[src/rtl/core/rsd_pkg.sv]
// ----------------------------------------------------------------------------
// rsd_pkg
// Shared types and constants of the retry storm detector: command and result
// codes, register indexes, reset values and the structs between the modules.
// ----------------------------------------------------------------------------
package rsd_pkg;

  localparam logic [31:0] CMD_FLAG_MASK    = 32'h0000_0180;
  localparam logic [31:0] CMD_WAIT         = 32'd0;
  localparam logic [31:0] CMD_WAIT_BITSET  = 32'd9;
  localparam logic [31:0] RESULT_TRY_AGAIN = 32'hFFFF_FFF5;
  localparam logic [31:0] STREAK_MAX       = 32'hFFFF_FFFF;

  localparam logic [15:0] RST_STREAK_THRESHOLD = 16'd16;
  localparam logic [31:0] RST_WINDOW_NS        = 32'd10_000_000;

  localparam int unsigned CFG_IDX_W  = 8;
  localparam int unsigned CFG_DATA_W = 32;

  typedef enum logic [CFG_IDX_W-1:0] {
    REG_OBSERVE_ENABLE   = 8'd0,
    REG_MITIGATE_ENABLE  = 8'd1,
    REG_STREAK_THRESHOLD = 8'd2,
    REG_WINDOW_NS        = 8'd3
  } cfg_reg_t;

  typedef struct packed {
    logic        observe_enable;
    logic        mitigate_enable;
    logic [15:0] streak_threshold;
    logic [31:0] window_ns;
  } rsd_cfg_t;

  typedef struct packed {
    logic [63:0]        call_address;
    logic [31:0]        op_word;
    logic [31:0]        expected_value;
    logic signed [31:0] call_result;
    logic [63:0]        now_ns;
  } rsd_item_t;

  typedef struct packed {
    logic [63:0] last_address;
    logic [31:0] last_op;
    logic [31:0] last_value;
    logic [31:0] repeat_streak;
    logic [63:0] first_repeat_time;
  } rsd_state_t;

  typedef struct packed {
    logic        yield_request;
    logic        storm_confirmed;
    logic        log_event;
    logic [31:0] streak_count;
    logic [63:0] elapsed_ns;
  } rsd_result_t;

endpackage

[src/rtl/core/retry_storm_detector.sv]
// ----------------------------------------------------------------------------
// retry_storm_detector
// Watches completed wait calls and flags a retry storm: the same wait
// failing with try-again back to back within a time window.
// ----------------------------------------------------------------------------
//  channel  | handshake               | payload
//  ---------+-------------------------+------------------------------------
//  in       | in_valid / in_ready     | call_address, op_word, expected_value,
//           |                         | call_result, now_ns
//  out      | out_valid / out_ready   | yield_request, storm_confirmed,
//           |                         | log_event, streak_count, elapsed_ns
//  cfg      | cfg_wr_en (no wait)     | cfg_index, cfg_wdata
//
//  one item per cycle sustained while out_ready takes each result
//  the item is registered, then evaluated and the state updated as it moves
//  into the result register (one 64-bit compare, subtract and compare)
//  synchronous active-low reset clears config to defaults and state to zero
//  a stalled result holds the input register, which then drops in_ready
// ----------------------------------------------------------------------------
module retry_storm_detector #(
  parameter int unsigned LOG_REPEAT_PERIOD = 256
) (
  input  logic                             clk,
  input  logic                             rst_n,

  input  logic                             in_valid,
  output logic                             in_ready,
  input  logic [63:0]                      in_call_address,
  input  logic [31:0]                      in_op_word,
  input  logic [31:0]                      in_expected_value,
  input  logic signed [31:0]               in_call_result,
  input  logic [63:0]                      in_now_ns,

  output logic                             out_valid,
  input  logic                             out_ready,
  output logic                             out_yield_request,
  output logic                             out_storm_confirmed,
  output logic                             out_log_event,
  output logic [31:0]                      out_streak_count,
  output logic [63:0]                      out_elapsed_ns,

  input  logic                             cfg_wr_en,
  input  logic [rsd_pkg::CFG_IDX_W-1:0]    cfg_index,
  input  logic [rsd_pkg::CFG_DATA_W-1:0]   cfg_wdata
);
  import rsd_pkg::*;

  localparam int unsigned PHASE_W = $clog2(LOG_REPEAT_PERIOD);

  rsd_cfg_t           cfg_r;
  rsd_item_t          item_r;
  logic               item_valid_r;
  rsd_state_t         st_r;
  rsd_state_t         st_nxt;
  logic [PHASE_W-1:0] phase_r;
  logic [PHASE_W-1:0] phase_nxt;
  rsd_result_t        res_nxt;
  rsd_result_t        res_r;
  logic               out_valid_r;
  logic               out_load;

  // config registers
  always_ff @(posedge clk) begin
    if (!rst_n) begin
      cfg_r.observe_enable   <= 1'b0;
      cfg_r.mitigate_enable  <= 1'b0;
      cfg_r.streak_threshold <= RST_STREAK_THRESHOLD;
      cfg_r.window_ns        <= RST_WINDOW_NS;
    end else if (cfg_wr_en) begin
      case (cfg_index)
        REG_OBSERVE_ENABLE:   cfg_r.observe_enable   <= cfg_wdata[0];
        REG_MITIGATE_ENABLE:  cfg_r.mitigate_enable  <= cfg_wdata[0];
        REG_STREAK_THRESHOLD: cfg_r.streak_threshold <= cfg_wdata[15:0];
        REG_WINDOW_NS:        cfg_r.window_ns        <= cfg_wdata[31:0];
        default: ;
      endcase
    end
  end

  assign out_load = item_valid_r && (!out_valid_r || out_ready);
  assign in_ready = !item_valid_r || out_load;

  // input register
  always_ff @(posedge clk) begin
    if (!rst_n) begin
      item_valid_r <= 1'b0;
    end else if (in_ready) begin
      item_valid_r <= in_valid;
    end
  end

  always_ff @(posedge clk) begin
    if (in_valid && in_ready) begin
      item_r.call_address   <= in_call_address;
      item_r.op_word        <= in_op_word;
      item_r.expected_value <= in_expected_value;
      item_r.call_result    <= in_call_result;
      item_r.now_ns         <= in_now_ns;
    end
  end

  rsd_eval #(
    .LOG_REPEAT_PERIOD(LOG_REPEAT_PERIOD)
  ) u_eval (
    .cfg       (cfg_r),
    .item      (item_r),
    .st        (st_r),
    .phase     (phase_r),
    .st_nxt    (st_nxt),
    .phase_nxt (phase_nxt),
    .res       (res_nxt)
  );

  // detector state, updated as the item moves to the result register
  always_ff @(posedge clk) begin
    if (!rst_n) begin
      st_r    <= '0;
      phase_r <= '0;
    end else if (out_load) begin
      st_r    <= st_nxt;
      phase_r <= phase_nxt;
    end
  end

  // result register
  always_ff @(posedge clk) begin
    if (!rst_n) begin
      out_valid_r <= 1'b0;
    end else if (out_load) begin
      out_valid_r <= 1'b1;
    end else if (out_ready) begin
      out_valid_r <= 1'b0;
    end
  end

  always_ff @(posedge clk) begin
    if (out_load) begin
      res_r <= res_nxt;
    end
  end

  assign out_valid           = out_valid_r;
  assign out_yield_request   = res_r.yield_request;
  assign out_storm_confirmed = res_r.storm_confirmed;
  assign out_log_event       = res_r.log_event;
  assign out_streak_count    = res_r.streak_count;
  assign out_elapsed_ns      = res_r.elapsed_ns;

`ifndef ASSERT_OFF
  a_yield_needs_storm: assert property (@(posedge clk) disable iff (!rst_n)
    out_valid_r && res_r.yield_request |-> res_r.storm_confirmed)
    else $error("yield without confirmed storm");

  a_log_needs_storm: assert property (@(posedge clk) disable iff (!rst_n)
    out_valid_r && res_r.log_event |-> res_r.storm_confirmed)
    else $error("log event without confirmed storm");

  a_phase_idle: assert property (@(posedge clk) disable iff (!rst_n)
    st_r.repeat_streak == '0 |-> phase_r == '0)
    else $error("log phase nonzero with empty streak");

  a_storm_streak: assert property (@(posedge clk) disable iff (!rst_n)
    out_valid_r && res_r.storm_confirmed |-> res_r.streak_count != '0)
    else $error("storm with zero streak");
`endif

endmodule

[src/rtl/core/rsd_eval.sv]
// ----------------------------------------------------------------------------
// rsd_eval
// Evaluates one wait return against the recorded call: next state, next
// log phase and the result flags.
// ----------------------------------------------------------------------------
module rsd_eval #(
  parameter int unsigned LOG_REPEAT_PERIOD = 256,
  localparam int unsigned PHASE_W = $clog2(LOG_REPEAT_PERIOD)
) (
  input  rsd_pkg::rsd_cfg_t    cfg,
  input  rsd_pkg::rsd_item_t   item,
  input  rsd_pkg::rsd_state_t  st,
  input  logic [PHASE_W-1:0]   phase,
  output rsd_pkg::rsd_state_t  st_nxt,
  output logic [PHASE_W-1:0]   phase_nxt,
  output rsd_pkg::rsd_result_t res
);
  import rsd_pkg::*;

  localparam logic [PHASE_W-1:0] PHASE_LAST = PHASE_W'(LOG_REPEAT_PERIOD - 1);
  localparam logic [PHASE_W-1:0] PHASE_ONE  = PHASE_W'(1);

  logic [31:0] cmd;
  logic        is_wait;
  logic        try_again;
  logic        call_hit;
  logic [63:0] elapsed;
  logic        storm;

  assign cmd       = item.op_word & ~CMD_FLAG_MASK;
  assign is_wait   = (cmd == CMD_WAIT) || (cmd == CMD_WAIT_BITSET);
  assign try_again = ($unsigned(item.call_result) == RESULT_TRY_AGAIN);
  assign call_hit  = (item.call_address == st.last_address) &&
                     (item.op_word == st.last_op) &&
                     (item.expected_value == st.last_value);
  assign elapsed   = item.now_ns - st.first_repeat_time;

  always_comb begin
    st_nxt    = st;
    phase_nxt = phase;
    storm     = 1'b0;
    res       = '0;
    if (cfg.observe_enable && is_wait) begin
      if (!try_again) begin
        if (st.repeat_streak != '0) begin
          st_nxt.repeat_streak = '0;
          st_nxt.last_address  = '0;
          phase_nxt            = '0;
        end
      end else if (!call_hit) begin
        st_nxt.last_address      = item.call_address;
        st_nxt.last_op           = item.op_word;
        st_nxt.last_value        = item.expected_value;
        st_nxt.repeat_streak     = 32'd1;
        st_nxt.first_repeat_time = item.now_ns;
        phase_nxt                = PHASE_ONE;
      end else begin
        if (st.repeat_streak != STREAK_MAX) begin
          st_nxt.repeat_streak = st.repeat_streak + 32'd1;
          phase_nxt            = (phase == PHASE_LAST) ? '0 : phase + PHASE_ONE;
        end
        storm = (st_nxt.repeat_streak >= {16'd0, cfg.streak_threshold}) &&
                (elapsed <= {32'd0, cfg.window_ns});
        res.elapsed_ns      = elapsed;
        res.storm_confirmed = storm;
        res.yield_request   = storm && cfg.mitigate_enable;
        res.log_event       = storm &&
                              ((st_nxt.repeat_streak == {16'd0, cfg.streak_threshold}) ||
                               (phase_nxt == '0));
      end
    end
    res.streak_count = st_nxt.repeat_streak;
  end

endmodule
[config.mk]
export PLATFORM = sky130hd
export DESIGN_NAME = retry_storm_detector
export DESIGN_NICKNAME = d
export VERILOG_FILES = /design/src/rtl/core/rsd_pkg.sv /design/src/rtl/core/retry_storm_detector.sv /design/src/rtl/core/rsd_eval.sv
export SDC_FILE = /design/constraint.sdc
export NUM_CORES = 1
export LEC_CHECK = 0
export BUFFER_PORTS_ARGS = -buffer_cell sky130_fd_sc_hd__buf_2
export CORE_UTILIZATION = 40
export CTS_BUF_LIST = sky130_fd_sc_hd__clkbuf_2
export CTS_CLUSTER_DIAMETER = 100
export DETAILED_ROUTE_END_ITERATION = 6
export PLACE_DENSITY = 0.63
export SLEW_MARGIN = 25
export SYNTH_ARGS = -nofsm -noshare
export SYNTH_HDL_FRONTEND = slang
export SYNTH_SLANG_ARGS = --single-unit
[constraint.sdc]
create_clock -name clk -period 8.5 [get_ports clk]
set_input_delay 1.7 -clock clk [delete_from_list [all_inputs] [get_ports clk]]
set_output_delay 1.7 -clock clk [all_outputs]
set_load 0.02 [all_outputs]
==> flow_summary.yaml, run 1 <==
floorplanning:
  die_ar_sq_um: 74600
  initial_utilization_pct: 40.4
  io_pins: 370
  die_width_microns: 273
  die_height_microns: 273
  design.core.area_sq_um: 72800
  floorplan.rows: 99
finish:
  drive_above_1_share_pct: 20.1
  multi_input_combinational_cell_area_sq_um: 12900
  syn2layout_area_growth_pct: 14.4
  fillerInstances: 7065
  final_nets: 3723
  final-instance-count-excl-fill: 4439
  ff_latch_area_sq_um: 15400
  final_design_area_no_fill_sq_um: 33700
run_status:
  outcome: "finished clean"
setup_path:
  setup.reg_to_reg.worst_slack_ns: 2.72
  critPathMaxStageDelay_ns: 0.47
  timing.critical_path.required_ns: 9.64
  critical_path.endpoint_type: "flip-flop"
  timing.critical_path.cells: "inv_1 > ha_1 > fa_1 > nand2b_1 > a21oi_1 > o21ai_0 > o21ai_0 > a21oi_1 > o41a_1 > xnor2_1 > ha_1 > nand4_1 > nor4_1 > and2_2 > or3_2 > o2111ai_1 > a2111oi_4 > o2111ai_1 > a2111oi_2 > nand4_2 > nor4b_2"
  critical_path_arrival_ns: 6.91
  worst-r2r-cell-count: 21
  timing.critical_path.from_type: "flip-flop"
  critPathSlowestCell: "o41a_1"
  r2r_start: "item_r[0]$_DFFE_PP_"
  crit_path_max_fanout: 4
  crit_type: "flip-flop to flip-flop"
  timing.rr.end: "out_storm_confirmed$_SDFFCE_PN0P_"
global_routing:
  antenna_found_initial: 14
  grt_pass1_wl_mm: 128
  maximum_number_of_pins_on_one_net_before_global_route_repair: 147
  global_route.usage.total_pct: 22.7
  vias_in_the_first_global_route: 22000
  grt.overflow.total: 0
sta:
  max_slew.worst_pin.slew_ns: 1.02
  max-slew-margin-rel_pct: 31.9
  holdWs_ns: 0.457
  setup_viol: 0
  min_period_ns: 5.78
  layout_setup_ws_ns: 2.72
  final_worst_path_period_share_pct: 68.0
  rsz0062_at_grt: "no"
  final_hold_viol_count: 0
  setup-tns-final_ns: 0
  slew_viol_final: 0
  fin_worst_skew_ns: 0.142
  achievable-frequency_ghz: 0.173
place:
  hpwlAfterDp_mm: 63.2
  placedInstanceArea_sq_um: 32000
  place.detailed.instances: 4135
  gpl.final_weighted_congestion: 0.980
  portBuffers: 369
  placement.setup.worst_slack_ns: 2.83
clock_network:
  cts_buffer_depth: 3
  hold_buffers: 0
  cts_buffers: 160
  clock_latency_ns: 1.34
  clkTransAtPathRegs_ns: 0.11
  ctsResizeCount: 0
  clk_root_buffer_cell: "clkbuf_2"
  postCtsSetupRepairBufs: 0
  clock_sink_count: 607
  tritoncts_clock_tree: "built"
  maximum_level_of_the_cts_h_tree: 4
power_and_ir_drop:
  worst_ir_drop_vdd_v: 0.000121
  power_density_nw_per_um2: 181
  static-leakage-power_nw: 12.6
flow_run:
  timing.max_cap.violations: 0
synth:
  syn_avg_cell_area_sq_um: 9.96
  yosysWarnings: 0
  ys_seq_elements: 607
  synth-edff-count: 323
  unique_masters_post_synth: 96
  syn_nets: 3338
  post_synth_instance_area_sq_um: 29400
  netlist_instances: 2954
  synth_seq_area_share_pct: 52.3
  async_flop_share_pct: 0
  synth-main-ff-cell: "edfxtp_1"
detailed_routing:
  routed_wire_length_per_instance_microns: 19.4
  route.detailed.vias_per_inst: 5.28
  drt_pass1_iterations: 6
  num_vias: 23400
  drt.antenna.violating_nets: 0
  drt_wirelength_mm: 86.2
  route.detailed.drc: 0
  drt_iter0_markers: 1846
min_path:
  min-delay-path-class: "flip-flop to flip-flop"
  hold_path_depth: 2
  timing.hold.worst_endpoint: "st_r[212]$_SDFFE_PN0P_"
  min-delay-start: "item_r[212]$_DFFE_PP_"
[cells by family after synthesis]
logic type	synth area share, %
adders and majority gates	4.92
muxes	0.927
AOI/OAI and AO/OA	14.8
DFF	52.3
xor gates and xnor gates	5.57
buffers and inverters	4.17
and+or+nand+nor	17.3
[synth_stat cells, types with 49 or more instances]
library cell,count,area share [%]
edfxtp_1,323,33
nand4_1,91,1.9
xnor2_1,159,4.7
nor2_1,193,2.5
a22oi_1,72,1.8
o21ai_0,97,1.7
dfxtp_1,284,19
nand2_1,417,5.3
a21boi_0,100,2.6
nor3_1,51,0.87
ha_1,114,4.8
clkbuf_1,143,1.8
and3_1,49,1.0
inv_1,147,1.9
a21oi_1,169,2.9
[through the flow]
step | util, % | power [W]
detailed placement | 43.9 | 0.00392
CTS | 46.2 | 0.00616
global route | 46.2 | 0.00638
finish | 46.2 | 0.00608
floorplan | - | 0.00368
global placement | 43.9 | 0.00391
[final cells by class]
| type | instances | share of cell area [%] |
|---|---|---|
| Sequential cell | 607 | 45.7 |
| Multi-Input combinational cell | 2037 | 38.2 |
| Timing Repair Buffer | 385 | 5.91 |
| Clock buffer | 252 | 3.75 |
| Tap cell | 959 | 3.56 |
| Inverter | 148 | 1.66 |
| Clock inverter | 48 | 1.20 |
| Antenna cell | 3 | 0.0223 |
[worst max path at each step]
stage / slack, ns / cells past startpoint / endpoint / startpoint
after floorplan: 0.80 / 3 / item_r[0]$_DFFE_PP_ / out_ready
after global placement: 2.92 / 21 / out_storm_confirmed$_SDFFCE_PN0P_ / item_r[0]$_DFFE_PP_
after detailed placement: 2.83 / 21 / out_storm_confirmed$_SDFFCE_PN0P_ / item_r[0]$_DFFE_PP_
after CTS: 2.80 / 21 / out_storm_confirmed$_SDFFCE_PN0P_ / item_r[0]$_DFFE_PP_
after global routing: 2.34 / 21 / out_storm_confirmed$_SDFFCE_PN0P_ / item_r[0]$_DFFE_PP_
final: 2.72 / 21 / out_storm_confirmed$_SDFFCE_PN0P_ / item_r[0]$_DFFE_PP_
[power by group]
group          internal [W]  switching, W
registers           0.00319     0.0000695
logic              0.000219      0.000375
clock network      0.000946       0.00128
total               0.00435       0.00173
[layer usage]
layer / track usage [%] / wire length [microns] / part of all wire (%)
met5: 0 / 75 / 0.087
met4: 9.91 / 2850 / 3.3
met3: 4.83 / 5970 / 6.9
met2: 35.8 / 39600 / 46
met1: 30.0 / 37700 / 44
[worst max-delay path: cells and delay by family, from the launching register on]
kind / cells / cell delay, ns
flip-flops: 1 / 0.35
AND/OR/NAND/NOR: 7 / 1.42
AO/OA/AOI/OAI: 9 / 2.71
buffers and inverters: 1 / 0.05
XOR/XNOR: 1 / 0.17
adder cells (fa/ha/maj): 3 / 0.93
[placed cells by master, fill, tap and decap left out, types with 35 or more instances in the layout]
| master | Yosys | routed |
|---|---|---|
| buf_2 | 3 | 368 |
| nor3_1 | 51 | 51 |
| edfxtp_1 | 323 | 323 |
| nand2_1 | 417 | 416 |
| o21ai_0 | 97 | 97 |
| a22oi_1 | 72 | 72 |
| and3_1 | 49 | 49 |
| nor4_1 | 37 | 35 |
| dfxtp_1 | 284 | 284 |
| nor2_1 | 193 | 193 |
| clkbuf_2 | 0 | 252 |
| inv_1 | 147 | 146 |
| xnor2_1 | 159 | 159 |
| and2_1 | 48 | 46 |
| ha_1 | 114 | 114 |
| a21boi_0 | 100 | 100 |
| nand4_1 | 91 | 91 |
| nand3_1 | 39 | 38 |
| a21oi_1 | 169 | 169 |
[state kept, by name, indices dropped and copies added, names as in the netlist]
name / flops
out_yield_request: 1
phase_r: 8
item_r: 224
out_valid: 1
out_elapsed_ns: 64
out_storm_confirmed: 1
out_log_event: 1
st_r: 224
cfg_r: 50
item_valid_r: 1
out_streak_count: 32
(Power assumes the default switching activity.)
==> run 2: changes to the inputs <==
- PLACE_DENSITY: 0.63 -> 0.65
- clock period: 8.5 -> 4.86 ns (I/O delays scaled with it)
==> run 2 against run 1 <==
  * The run now ends with setup timing left
  * Final cell count grew 9.7%
  * Fmax rose by 19%
  * Die area unchanged
  * Combinational power increased by 130%
  * Clock skew is 0.021 ns higher
  * Utilization rose by 5.8 points
  * Clock power grew 66%
  * Final area rose by 13%
  * Non-clock buffer count is 440 higher
  * Setup slack worse by 2.7 ns
  * Critical endpoint is now out_log_event$_SDFFCE_PN0P_
  * Highest routed layer unchanged
==> flow_summary.yaml, run 2 (synthesized netlist as in run 1, its figures left out) <==
global_routing:
  antenna_found_initial: 7
  grt_pass1_wl_mm: 138
  global_route.usage.total_pct: 24.2
  vias_in_the_first_global_route: 24800
  maximum_number_of_pins_on_one_net_before_global_route_repair: 87
  grt.overflow.total: 0
min_path:
  min-delay-path-class: "input pin to flip-flop"
clock_network:
  maximum_level_of_the_cts_h_tree: 4
  clkTransAtPathRegs_ns: 0.12
  cts_buffer_depth: 3
  clk_root_buffer_cell: "clkbuf_2"
  tritoncts_clock_tree: "built"
  clock_sink_count: 607
  cts_buffers: 155
  clock_latency_ns: 1.40
sta:
  max-slew-margin-rel_pct: 41.6
  achievable-frequency_ghz: 0.205
  setup-tns-final_ns: -0.00987
  setup_viol: 1
  slew_viol_final: 0
  min_period_ns: 4.87
  rsz0062_at_grt: "yes"
  max_slew.worst_pin.slew_ns: 0.876
  fin_worst_skew_ns: 0.163
  final_worst_path_period_share_pct: 100
  layout_setup_ws_ns: -0.00987
  final_hold_viol_count: 0
detailed_routing:
  route.detailed.vias_per_inst: 5.13
  drt_wirelength_mm: 91.8
  drt_pass1_iterations: 7
  route.detailed.drc: 0
  num_vias: 25000
  drt.antenna.violating_nets: 0
  routed_wire_length_per_instance_microns: 18.9
  drt_iter0_markers: 2095
setup_path:
  critPathSlowestCell: "a2111o_1"
  timing.critical_path.cells: "inv_1 > ha_1 > nor2b_4 > o2111ai_4 > a2111o_1 > buf_4 > nand4bb_4 > and3b_1 > nand2b_4 > xor2_2 > ha_1 > nand4_1 > buf_4 > nor3_2 > a221oi_2 > o221ai_4 > a2111oi_4 > o2111ai_2 > a2111oi_4 > nand4_2 > nor3_2"
  critical_path.endpoint_type: "flip-flop"
  timing.critical_path.required_ns: 5.95
  critical_path_arrival_ns: 5.96
  critPathMaxStageDelay_ns: 0.44
  crit_type: "flip-flop to flip-flop"
  crit_path_max_fanout: 3
  timing.critical_path.from_type: "flip-flop"
finish:
  multi_input_combinational_cell_area_sq_um: 13200
  layout_commonest_cell: "nand2_1"
  syn2layout_area_growth_pct: 28.8
  mostFrequentLayoutCells: "416 x nand2_1, 368 x buf_2, 323 x edfxtp_1"
  final_nets: 4158
  fillerInstances: 6625
  ff_latch_area_sq_um: 15400
  final-instance-count-excl-fill: 4870
  drive_above_1_share_pct: 23.3
flow_run:
  timing.max_cap.violations: 0
place:
  gpl.final_weighted_congestion: 0.944
  placement.setup.worst_slack_ns: -0.556
  portBuffers: 369
  hpwlAfterDp_mm: 64.7
  place.detailed.instances: 4303
floorplanning:
  die_ar_sq_um: 74600
  die_height_microns: 273
  design.core.area_sq_um: 72800
  die_width_microns: 273
  initial_utilization_pct: 40.4
  floorplan.rows: 99
  io_pins: 370
power_and_ir_drop:
  static-leakage-power_nw: 14.6
  power_density_nw_per_um2: 285
  design_power_total_w: 0.0108
  worst_ir_drop_vdd_v: 0.000275
run_status:
  outcome: "finished with violations"
  failing_checks: "setup timing"
[run 2: cell types whose count changed in the layout (fill, tap and decap cells not counted), moves of 5 or more]
cell           delta
dlygate4sd3_1   +266
buf_4           +168
o21ai_0           -5
a21oi_1           -8
buf_12            +6
clkbuf_2          -5
a21oi_2           +7
[run 2: report_power, final]
group,switching [W],internal (W),total (W),leakage (nW)
combinational,0.000743,0.000642,0.00139,8.04
sequential,0.000118,0.00558,0.00570,5.36
clock,0.00225,0.00146,0.00371,1.17
total,0.00312,0.00768,0.0108,14.6
[run 2: critical path: cells and delay by family, from the launching register on]
family                     cells  cell delay, ns
buffers and inverters          3            0.37
and+or+nand+nor                8            1.20
xor gates and xnor gates       1            0.16
AOI/OAI and AO/OA              7            2.01
DFF                            1            0.37
adders and majority gates      2            0.55
[run 2: metrics by stage]
step                area, sq um  hold WS (ns)  utilization, %
finish                    37900         0.270            52.0
global placement          33300         0.442            45.7
global route              37900         0.184            52.0
floorplan                 29400         0.432               -
detailed placement        33300         0.451            45.7
CTS                       37900        0.0545            52.0
[run 2: path summary, 6_finish.rpt]
kind	endpoint	start	slack (ns)	depth (start not counted)
max reg2reg	out_log_event$_SDFFCE_PN0P_	st_r[1]$_SDFFE_PN0P_	-0.01	21
min	cfg_r[48]$_SDFFE_PN0P_	cfg_index[5]	0.27	7
max	out_log_event$_SDFFCE_PN0P_	st_r[1]$_SDFFE_PN0P_	-0.01	21
min reg2reg	st_r[59]$_SDFFE_PN0P_	st_r[59]$_SDFFE_PN0P_	0.46	2
[run 2: cell type report]
type / instances / share of cell area (%)
sequential: 607 / 40.6
multi-input combinational: 2037 / 34.8
timing repair buffer: 825 / 15.9
clock buffer: 247 / 3.26
tap: 959 / 3.17
inverter: 148 / 1.48
clock inverter: 43 / 0.776
antenna: 4 / 0.0264
[run 2: timing repair]
item,4_1_cts,5_1_grt
hold buffers,266,0
pin swaps,43,5
cloned,0,0
setup endpoints to repair,3,3
endpoints found under the hold margin,291,0
buffers inserted,9,0
resized for setup,56,7
[run 2: routing by layer]
metal / up-vias / part of all wire (%) / GRT usage [%]
met4: 2 / 3.4 / 10.5
met5: - / 0.015 / 0
met3: 164 / 6.2 / 4.78
met2: 857 / 48 / 40.1
met1: 11700 / 43 / 30.5
li1: 12300 / - / -
==> run 3: changes to the inputs <==
- CORE_UTILIZATION: 40 -> 45
- PLACE_DENSITY: 0.65 -> 0.68
==> run 3 against run 2 <==
  * The run now ends clean
  * Setup slack improved by 0.060 ns
  * Fmax increased by 1.2%
  * Sequential cell count unchanged
  * Final area decreased by 0.59%
==> flow_summary.yaml, run 3 (synthesized netlist as in run 1, its figures left out) <==
power_and_ir_drop:
  power_frac_seq_pct: 52.1
  power_density_nw_per_um2: 290
  p_clk_share_pct: 35.4
  switching_share_of_power_pct: 28.6
  total_switching_power_w: 0.00313
  cell_internal_pwr_w: 0.00780
  worst_ir_drop_vdd_v: 0.000198
  power.combinational.fraction_pct: 12.6
  static-leakage-power_nw: 14.5
setup_path:
  crit_path_max_fanout: 3
  timing.critical_path.required_ns: 6.10
  r2r_start: "item_r[1]$_DFFE_PP_"
  crit_family: "compound AO/OA/AOI/OAI gates"
  critical_path_arrival_ns: 6.05
  critPathMaxStageDelay_ns: 0.52
  critPathSlowestCell: "a2111o_1"
  timing.rr.end: "out_storm_confirmed$_SDFFCE_PN0P_"
  crit_buf_inv: 4
  timing.critical_path.cells: "ha_1 > nor2b_4 > o2111ai_2 > a2111o_1 > and3b_1 > buf_4 > xnor2_1 > ha_1 > nand4_1 > buf_4 > nor4_4 > buf_4 > and2_4 > buf_4 > o221ai_2 > a2111oi_4 > o2111ai_2 > a2111oi_4 > nand4_2 > nor4b_2"
  crit_path_frequent_cell: "buf_4"
  setup.reg_to_reg.worst_slack_ns: 0.05
  crit_type: "flip-flop to flip-flop"
  critical_path.endpoint_type: "flip-flop"
  worst-r2r-cell-count: 20
  timing.critical_path.from_type: "flip-flop"
run_status:
  outcome: "finished clean"
clock_network:
  cts_buffers: 152
  maximum_level_of_the_cts_h_tree: 4
  clock_latency_ns: 1.46
  cts_buffer_depth: 3
  clock_sink_count: 607
  clkTransAtPathRegs_ns: 0.11
  clk_root_buffer_cell: "clkbuf_2"
  tritoncts_clock_tree: "built"
floorplanning:
  die_ar_sq_um: 66400
  die_height_microns: 258
  floorplan.rows: 93
  initial_utilization_pct: 45.6
  io_pins: 370
  design.core.area_sq_um: 64600
  die_width_microns: 258
detailed_routing:
  num_vias: 25400
  route.detailed.drc: 0
  drt_pass1_iterations: 5
  routed_wire_length_per_instance_microns: 18.9
  drt_iter0_markers: 2071
  route.detailed.vias_per_inst: 5.36
  drt.antenna.violating_nets: 0
  drt_wirelength_mm: 89.5
global_routing:
  maximum_number_of_pins_on_one_net_before_global_route_repair: 108
  antenna_found_initial: 6
  grt.overflow.total: 0
  vias_in_the_first_global_route: 24800
  grt_pass1_wl_mm: 137
  global_route.usage.total_pct: 26.5
place:
  gpl.final_weighted_congestion: 0.967
  placedInstanceArea_sq_um: 32900
  portBuffers: 369
  place.detailed.instances: 4170
  hpwlAfterDp_mm: 61.2
min_path:
  timing.hold.worst_endpoint: "cfg_r[48]$_SDFFE_PN0P_"
  hold_path_depth: 6
  min-delay-path-class: "input pin to flip-flop"
  min-delay-start: "cfg_index[2]"
sta:
  max-slew-margin-rel_pct: 34.2
  setup_viol: 0
  setup-tns-final_ns: 0
  min_period_ns: 4.81
  rsz0062_at_grt: "yes"
  final_worst_path_period_share_pct: 99.0
  slew_viol_final: 0
  max_slew.worst_pin.slew_ns: 0.985
  achievable-frequency_ghz: 0.208
  fin_worst_skew_ns: 0.143
  final_hold_viol_count: 0
finish:
  syn2layout_area_growth_pct: 28.1
  fillerInstances: 5559
  drive_above_1_share_pct: 22.8
  post-route-util_pct: 58.3
  final_design_area_no_fill_sq_um: 37700
  final-instance-count-excl-fill: 4741
  layout_commonest_cell: "nand2_1"
  mostFrequentLayoutCells: "416 x nand2_1, 368 x buf_2, 323 x edfxtp_1"
  final_nets: 4132
flow_run:
  timing.max_cap.violations: 0
run 3: cell types whose count changed in the layout (fill, tap and decap cells not counted), sizes merged:
cell         previous run  this run
buf                   559       534
bufinv                  1         4
clkbuf                247       239
clkinvlp                0         1
diode                   4        10
dlygate4sd3           266       268
inv                   156       152
run 3: repair_timing:
action,CTS,global route
setup endpoints to repair,3,3
gates resized for setup,33,29
pin swaps,28,18
buffers inserted,8,3
hold buffers,268,0
hold endpoints to repair,294,0
run 3: tightest hold or removal path: cells and delay by family:
family,cells,cell delay [ns]
and+or+nand+nor,4,0.29
muxes,1,0.15
buffers and inverters,1,0.08
run 3: worst max path at each step:
stage          slack (ns)                           endpoint  depth (start not counted)            startpoint
3_3_place_gp        -0.34  out_storm_confirmed$_SDFFCE_PN0P_                         22   item_r[0]$_DFFE_PP_
5_1_grt             -0.18        out_log_event$_SDFFCE_PN0P_                         21  item_r[12]$_DFFE_PP_
4_1_cts              0.01  out_storm_confirmed$_SDFFCE_PN0P_                         22   item_r[0]$_DFFE_PP_
6_report             0.05  out_storm_confirmed$_SDFFCE_PN0P_                         20   item_r[1]$_DFFE_PP_
3_5_place_dp        -0.52    out_yield_request$_SDFFCE_PN0P_                         22   item_r[0]$_DFFE_PP_
2_1_floorplan        0.02  out_storm_confirmed$_SDFFCE_PN0P_                         21   item_r[0]$_DFFE_PP_
run 3: final cells by class:
class / count / area [sq um] / area share (%)
clock buffers: 239 / 1200 / 3.18
clock inverters: 43 / 410 / 1.09
flip-flops and latches: 607 / 15400 / 40.8
multi-input cells: 2037 / 13200 / 35.0
repair buffers: 802 / 5850 / 15.5
diodes: 10 / 25.0 / 0.0664
inverters: 148 / 559 / 1.48
well taps: 855 / 1070 / 2.84
run 3: metrics by stage:
step	power [W]	hold slack, ns	setup slack [ns]
after global routing	0.0114	0.0727	-0.184
after floorplan	0.00642	0.432	0.0160
after detailed placement	0.00694	0.450	-0.524
after CTS	0.0110	0.0428	0.00979
final	0.0109	0.202	0.0497
after global placement	0.00693	0.442	-0.339
run 3: power groups by stage:
stage,logic [W],registers [W],clock network [W]
floorplan,0.000596,0.00583,0
global placement,0.00113,0.00580,0
detailed placement,0.00113,0.00580,0
CTS,0.00133,0.00569,0.00396
global route,0.00148,0.00571,0.00424
finish,0.00137,0.00569,0.00386
run 3: layer usage:
layer | routed length, microns | global-route usage, % | up-vias
li1 | - | - | 12300
met1 | 38600 | 35.0 | 12000
met2 | 41500 | 42.1 | 962
met3 | 6390 | 5.70 | 177
met4 | 2970 | 10.9 | 0
met5 | 0 | 0 | -
